[src/hw/rtl/cace_pkg.sv]
// Package for the composite artifact color expander.
// Holds the transaction structs, the 16-entry palette and the channel blend.
// No dependencies; every file of the block imports it.
package cace_pkg;

	localparam int unsigned ChanW  = 8;
	localparam int unsigned RgbW   = 3 * ChanW;
	localparam int unsigned IndexW = 4;
	localparam int unsigned Lanes  = 4;

	typedef logic [IndexW-1:0] color_idx_t;
	typedef logic [ChanW-1:0]  chan_t;
	typedef logic [RgbW-1:0]   rgb_t;

	typedef struct packed {
		logic [7:0]  video_byte;
		color_idx_t  next_high_nibble;
	} byte_item_t;

	typedef struct packed {
		rgb_t pixel0_rgb;
		rgb_t pixel1_rgb;
		rgb_t pixel2_rgb;
		rgb_t pixel3_rgb;
	} pixel_item_t;

	// One lane's job: the first color and the color it blends toward.
	typedef struct packed {
		color_idx_t first;
		color_idx_t toward;
	} lane_req_t;

	localparam chan_t C00 = 8'h00;
	localparam chan_t C55 = 8'h55;
	localparam chan_t CAA = 8'haa;
	localparam chan_t CFF = 8'hff;

	// Fixed palette, red in 23:16, green in 15:8, blue in 7:0.
	function automatic rgb_t palette(input color_idx_t idx);
		rgb_t c;
		case (idx)
			4'd0:    c = {C00, C00, C00};
			4'd1:    c = {C00, C55, C00};
			4'd2:    c = {C00, C00, C55};
			4'd3:    c = {C00, CFF, CFF};
			4'd4:    c = {CAA, C55, C55};
			4'd5:    c = {CAA, CAA, CAA};
			4'd6:    c = {CAA, C00, CAA};
			4'd7:    c = {C55, C55, CFF};
			4'd8:    c = {CAA, C00, C00};
			4'd9:    c = {C00, CAA, C00};
			4'd10:   c = {CAA, CAA, C55};
			4'd11:   c = {CAA, CFF, C55};
			4'd12:   c = {CAA, C00, CAA};
			4'd13:   c = {CFF, CAA, C55};
			4'd14:   c = {CFF, C55, C55};
			4'd15:   c = {CFF, CFF, CFF};
			default: c = {C00, C00, C00};
		endcase
		return c;
	endfunction

	// a + (b - a) / 2 with the signed halving truncated toward zero.
	function automatic chan_t half_blend(input chan_t a, input chan_t b);
		chan_t d;
		chan_t r;
		if (b >= a) begin
			d = b - a;
			r = a + (d >> 1);
		end else begin
			d = a - b;
			r = a - (d >> 1);
		end
		return r;
	endfunction

endpackage

[src/hw/rtl/cace_lane.sv]
// One blend lane: looks up two palette colors and blends the first toward the second.
// Depends on cace_pkg for the palette, the blend function and lane_req_t.
module cace_lane
	import cace_pkg::*;
(
	input  lane_req_t req,
	output rgb_t      rgb
);

	rgb_t a;
	rgb_t b;

	assign a = palette(req.first);
	assign b = palette(req.toward);

	// Blend each channel on its own.
	assign rgb[23:16] = half_blend(a[23:16], b[23:16]);
	assign rgb[15:8]  = half_blend(a[15:8],  b[15:8]);
	assign rgb[7:0]   = half_blend(a[7:0],   b[7:0]);

endmodule

[src/hw/rtl/cace_merge.sv]
// Merging stage: packs the lane results into one transaction and registers it,
// with a skid entry that takes one more transaction while the output stalls.
// Depends on cace_pkg.
module cace_merge
	import cace_pkg::*;
(
	input  logic        clk,
	input  logic        arst_n,
	input  logic        in_take,
	input  rgb_t        lane_rgb [Lanes],
	output logic        skid_full,
	output logic        valid,
	input  logic        stall,
	output pixel_item_t data
);

	pixel_item_t merged;
	pixel_item_t out_q;
	pixel_item_t skid_q;
	logic        out_valid_q;
	logic        skid_valid_q;
	logic        out_free;

	assign merged = '{pixel0_rgb: lane_rgb[0], pixel1_rgb: lane_rgb[1],
	                  pixel2_rgb: lane_rgb[2], pixel3_rgb: lane_rgb[3]};

	assign out_free = !out_valid_q || !stall;

	always_ff @(posedge clk or negedge arst_n) begin
		if (!arst_n) begin
			out_valid_q  <= 1'b0;
			skid_valid_q <= 1'b0;
		end else if (out_free) begin
			out_valid_q  <= skid_valid_q || in_take;
			skid_valid_q <= 1'b0;
		end else if (in_take) begin
			skid_valid_q <= 1'b1;
		end
	end

	always_ff @(posedge clk) begin
		if (out_free) begin
			out_q <= skid_valid_q ? skid_q : merged;
		end else if (in_take) begin
			skid_q <= merged;
		end
	end

	assign skid_full = skid_valid_q;
	assign valid     = out_valid_q;
	assign data      = out_q;

endmodule

[src/hw/rtl/composite_artifact_color_expander.sv]
// Top level of the composite artifact color expander.
// Instantiates four cace_lane blend lanes and the cace_merge output stage; uses cace_pkg.
//
// Usage:
//   Input channel (byte_*): one transaction carries a video memory byte and the
//   high nibble of the byte that follows it. Accepted at a rising edge where
//   byte_valid is high and byte_stall is low.
//   Output channel (pixel_*): one transaction carries four 24-bit RGB pixels:
//   high-nibble color, low color blended toward high, low color, and next-high
//   color blended toward low. Delivered where pixel_valid is high and
//   pixel_stall is low.
//   Each accepted byte is registered in the output register, or in the skid entry
//   while the output stalls. Throughput: one byte per cycle while pixel_stall is
//   low, set by the four side-by-side lanes that do the lookups and blends combinationally.
//   Stalls: the output register holds while pixel_stall is high; one more
//   transaction lands in the skid entry, after which byte_stall rises until the
//   output drains. byte_stall comes straight from a register.
//   Reset: arst_n clears both valid flags; no pixel data is pending after it.
//   There is no configuration and no state carried from byte to byte.
module composite_artifact_color_expander
	import cace_pkg::*;
(
	input  logic        clk,
	input  logic        arst_n,
	input  logic        byte_valid,
	output logic        byte_stall,
	input  byte_item_t  byte_data,
	output logic        pixel_valid,
	input  logic        pixel_stall,
	output pixel_item_t pixel_data
);

	color_idx_t hi;
	color_idx_t lo;
	color_idx_t nx;
	lane_req_t  req [Lanes];
	rgb_t       lane_rgb [Lanes];
	logic       skid_full;
	logic       take;

	// Split the byte into its two palette indices.
	assign hi = byte_data.video_byte[7:4];
	assign lo = byte_data.video_byte[3:0];
	assign nx = byte_data.next_high_nibble;

	// Lane jobs: a blend of a color with itself gives the plain color.
	assign req[0] = '{first: hi, toward: hi};
	assign req[1] = '{first: lo, toward: hi};
	assign req[2] = '{first: lo, toward: lo};
	assign req[3] = '{first: nx, toward: lo};

	for (genvar i = 0; i < Lanes; i++) begin : g_lane
		cace_lane u_lane (
			.req (req[i]),
			.rgb (lane_rgb[i])
		);
	end

	// Accept whenever the skid entry has room.
	assign byte_stall = skid_full;
	assign take       = byte_valid && !skid_full;

	cace_merge u_merge (
		.clk       (clk),
		.arst_n    (arst_n),
		.in_take   (take),
		.lane_rgb  (lane_rgb),
		.skid_full (skid_full),
		.valid     (pixel_valid),
		.stall     (pixel_stall),
		.data      (pixel_data)
	);

endmodule
[config.mk]
export PLATFORM = sky130hd
export DESIGN_NAME = composite_artifact_color_expander
export DESIGN_NICKNAME = d
export VERILOG_FILES = /design/src/hw/rtl/cace_pkg.sv /design/src/hw/rtl/cace_lane.sv /design/src/hw/rtl/cace_merge.sv /design/src/hw/rtl/composite_artifact_color_expander.sv
export SDC_FILE = /design/constraint.sdc
export NUM_CORES = 1
export LEC_CHECK = 0
export BUFFER_PORTS_ARGS = -buffer_cell sky130_fd_sc_hd__buf_2
export CORE_ASPECT_RATIO = 1.1
export CORE_MARGIN = 2
export CORE_UTILIZATION = 55
export DETAILED_ROUTE_END_ITERATION = 7
export PLACE_DENSITY = 0.74
export SYNTH_ARGS = -nofsm -noshare
export SYNTH_HDL_FRONTEND = slang
export SYNTH_HIERARCHICAL = 1
export SYNTH_SLANG_ARGS = --single-unit
[constraint.sdc]
create_clock -name clk -period 9.95 [get_ports clk]
set_clock_uncertainty 0.1 [all_clocks]
set_input_delay 1.99 -clock clk [delete_from_list [all_inputs] [get_ports clk]]
set_output_delay 1.99 -clock clk [all_outputs]
set_load 0.1 [all_outputs]
==> impl_metrics.env <==
export IMPL_outcome="completed"
export IMPL_maximum_number_of_pins_on_one_net_before_global_route_repair=64
export IMPL_grt_first_pass_wirelength_mm=50.8
export IMPL_timing_max_slew_rel_slack_pct=37.8
export IMPL_intPower_w=0.00277
export IMPL_power_ir_vdd_worst_mv=0.242
export IMPL_ys_dominant_reg_cell="sky130_fd_sc_hd__edfxtp_1"
export IMPL_ctsRootBufferMaster="sky130_fd_sc_hd__clkbuf_16"
export IMPL_std_cell_rows=66
export IMPL_power_switching_share_pct=51.5
export IMPL_avgViaCountPerCell=5.57
export IMPL_wl_per_cell_um=14.6
export IMPL_num_io_pins=114
export IMPL_worstHoldPathCells=1
export IMPL_groute_usage_overall_pct=19.7
export IMPL_crit_reg2reg_capture="u_merge/skid_q[37]"
export IMPL_setup_violations_final=0
export IMPL_ys_seq_elements=194
export IMPL_yosys_warnings=6
export IMPL_power_net_switching_w=0.00294
export IMPL_post_synth_top_area_fraction_pct=35.1
export IMPL_syn_inst_count=1579
export IMPL_fin_nets=1901
export IMPL_drt_total_wl_mm=29.9
export IMPL_post_cts_clock_slew_at_the_launch_and_capture_registers_of_the_worst_setup_and_hold_paths_ns=0.08
export IMPL_fp_coreArea_mm2=0.0295
export IMPL_tritoncts_clock_tree="built"
export IMPL_grt_antenna_before_repair=0
export IMPL_cp_data_required_time_ns=10.04
export IMPL_cts_hold_fix_buffers=0
export IMPL_worstHoldEndpoint="u_merge/data[35]"
export IMPL_dieArea_mm2=0.0313
export IMPL_number_of_global_route_vias_before_repair=11092
export IMPL_netlist_top_cells_count="sky130_fd_sc_hd__edfxtp_1, sky130_fd_sc_hd__ha_1, sky130_fd_sc_hd__inv_1"
export IMPL_cellLeakagePower_nw=7.42
export IMPL_avgSynthCellArea_um2=10.4
export IMPL_r2r_start="u_merge/skid_full"
export IMPL_syn_area_mm2=0.0164
export IMPL_totalPowerFinal_w=0.00571
export IMPL_crit_path_cell_trace="buf_2 -> inv_1 -> ha_1 -> nand2_1 -> o21ai_0 -> o21ai_2 -> inv_1 -> fa_1 -> a21oi_1 -> nor2_1 -> a21oi_1 -> ha_1 -> inv_1 -> fa_1 -> nor2b_1 -> o21ai_0 -> a21boi_0 -> mux2i_1 -> nand2_1 -> mux2_2"
export IMPL_cts_made_buffers=17
export IMPL_post_synth_edffs=192
export IMPL_dp_hpwl_mm=21.8
export IMPL_drt_first_iter_violations=631
export IMPL_timing_hold_worst_start="u_merge/skid_q[35]"
export IMPL_cts_repair_resize_count=0
export IMPL_combinationalPowerShare_pct=63.1
export IMPL_start_util_pct=55.7
export IMPL_cts_buffer_depth=2
export IMPL_worstMarginPinSlew_ns=0.933
export IMPL_final_total_negative_setup_slack_ns=0
export IMPL_die_span_x_um=169
export IMPL_die_height_um=185
export IMPL_rsz0062_at_grt="no"
export IMPL_p_seq_share_pct=24.9
export IMPL_yosysTopAreaCell="sky130_fd_sc_hd__edfxtp_1"
export IMPL_post_cts_setup_buffers=0
export IMPL_timing_hold_violations_final=0
export IMPL_flow_area_growth_from_synthesis_pct=8.06
export IMPL_synth_most_common_cell="sky130_fd_sc_hd__edfxtp_1"
export IMPL_number_of_drc_violations_after_detailed_routing=0
export IMPL_async_flop_share_pct=1.03
export IMPL_max_clock_freq_mhz=156
export IMPL_synth_area_leaders="sky130_fd_sc_hd__edfxtp_1, sky130_fd_sc_hd__ha_1, sky130_fd_sc_hd__mux2_2, sky130_fd_sc_hd__a21oi_1, sky130_fd_sc_hd__fa_1"
export IMPL_powerDensity_mw_per_mm2=322
export IMPL_finalWeightedCongestion=0.887
export IMPL_final_global_route_overflow_total=0
export IMPL_worst_hold_path_type="reg2reg"
export IMPL_crit_path_end_kind="flip-flop"
export IMPL_layout_core_utilization_pct=60.2
export IMPL_min_period_over_period_pct=64.5
export IMPL_instance_count_after_placement_with_tap_cells_included=2016
export IMPL_post_layout_nonfiller_instances=2048
export IMPL_layout_drive_gt1_share_pct=18.7
export IMPL_1st_pass_router_iterations=5
export IMPL_critPathKind="in2reg"
export IMPL_mappedNetlistNets=1819
export IMPL_slew_violations=0
export IMPL_tritoncts_num_sinks=194
export IMPL_timing_critical_path_fanout_max=23
export IMPL_synth_sequential_area_ratio_pct=35.4
export IMPL_ff2ff_setup_slack_ns=7.19
export IMPL_synth_distinct_cells=73
export IMPL_reg2regPathDepth=3
export IMPL_maxCapViolations=0
export IMPL_ant_nets=0
export IMPL_port_buffers=113
export IMPL_htreeDepth=4
export IMPL_critical_path_startpoint_type="input port"
export IMPL_clockPowerShare_pct=12.0
export IMPL_cpMaxStageDelayCell="sky130_fd_sc_hd__fa_1"
export IMPL_period_needed_ns=6.42
export IMPL_worst_skew_pair_later_pin_latency_ns=0.44
export IMPL_worst_path_most_repeated_cell="sky130_fd_sc_hd__inv_1"
export IMPL_via_count=11399
export IMPL_critPathArrivalTime_ns=6.51
export IMPL_largest_stage_delay_worst_path_ns=0.56
export IMPL_antenna_diode_count=0
area by class of cell:
class | count | area, um^2
flip-flops and latches | 194 | 5820
inverters | 181 | 679
clock buffers | 17 | 425
clock inverters | 15 | 151
multi-input cells | 1151 | 9610
fillers | 2479 | 11700
repair buffers | 116 | 588
well taps | 374 | 468
worst max-delay path, delay by kind of cell:
family                   cells  cell delay [ns]
multiplexers                 2             0.48
adder cells (fa/ha/maj)      4             1.41
AO/OA/AOI/OAI                6             1.50
buffers and inverters        4             0.76
AND/OR/NAND/NOR              4             0.34
per-stage QoR:
stage	worst slack (ns)	instance area, um^2	hold WS [ns]
floorplan	3.91	16400	0.423
global placement	3.23	17200	0.425
detailed placement	3.13	17200	0.431
CTS	3.58	17700	0.447
global route	3.09	17700	0.462
finish	3.53	17700	0.447
sequential cells by signal, summed over array words and instances, names as in the netlist:
register           count
u_merge/data          96
u_merge/valid          1
u_merge/skid_full      1
u_merge/skid_q        96
power groups by stage:
stage                     combinational, W  sequential [W]  clock (W)
after detailed placement           0.00360         0.00144          0
after CTS                          0.00362         0.00143   0.000711
after floorplan                    0.00168         0.00285          0
final                              0.00360         0.00142   0.000685
after global placement             0.00354         0.00144          0
after global routing               0.00389         0.00145   0.000737
cells by family after synthesis:
group,share of synthesized area [%]
AO/OA/AOI/OAI,15.8
AND/OR/NAND/NOR,9.17
buffers and inverters,6.12
adder cells (fa/ha/maj),18.7
flip-flops,35.4
multiplexers,9.53
XOR/XNOR,5.27
how the worst max path moves through the flow:
stage / depth (start not counted) / start / slack [ns] / to
2_1_floorplan: 18 / byte_data[9] / 3.91 / u_merge/data[62]
3_3_place_gp: 20 / byte_data[4] / 3.23 / u_merge/data[62]
3_5_place_dp: 20 / byte_data[4] / 3.13 / u_merge/data[62]
4_1_cts: 20 / byte_data[4] / 3.58 / u_merge/data[62]
5_1_grt: 21 / byte_data[4] / 3.09 / u_merge/data[71]
6_report: 20 / byte_data[4] / 3.53 / u_merge/data[62]
layout by cell type (no fill, tap or decap), types with 9 or more instances in the layout:
cell type,netlist,final
sky130_fd_sc_hd__mux2_2,80,80
sky130_fd_sc_hd__nand2b_1,29,29
sky130_fd_sc_hd__inv_1,180,180
sky130_fd_sc_hd__nand3_1,17,17
sky130_fd_sc_hd__xor2_1,23,23
sky130_fd_sc_hd__mux2i_1,19,19
sky130_fd_sc_hd__edfxtp_1,192,192
sky130_fd_sc_hd__nor2_1,105,105
sky130_fd_sc_hd__a211oi_1,10,10
sky130_fd_sc_hd__clkbuf_16,0,17
sky130_fd_sc_hd__a21oi_1,157,157
sky130_fd_sc_hd__a21boi_0,12,12
sky130_fd_sc_hd__o21ai_0,59,59
sky130_fd_sc_hd__a31oi_1,9,9
sky130_fd_sc_hd__buf_2,31,113
sky130_fd_sc_hd__a21oi_2,15,15
sky130_fd_sc_hd__nand2_1,55,54
sky130_fd_sc_hd__a21o_1,24,24
sky130_fd_sc_hd__ha_1,188,188
sky130_fd_sc_hd__fa_1,36,36
sky130_fd_sc_hd__nor3_1,29,29
sky130_fd_sc_hd__nor2b_1,45,45
sky130_fd_sc_hd__a22o_1,9,9
sky130_fd_sc_hd__mux2_4,21,21
sky130_fd_sc_hd__o21ai_1,12,12
sky130_fd_sc_hd__xnor2_1,72,72
per-layer routing:
metal	up-vias	wire length [um]	global-route usage, %
met3	22	751	2.71
met1	5440	13700	24.3
met5	-	0	0
li1	5780	-	-
met2	157	15000	36.0
met4	0	395	5.45
(Power assumes the default switching activity.)
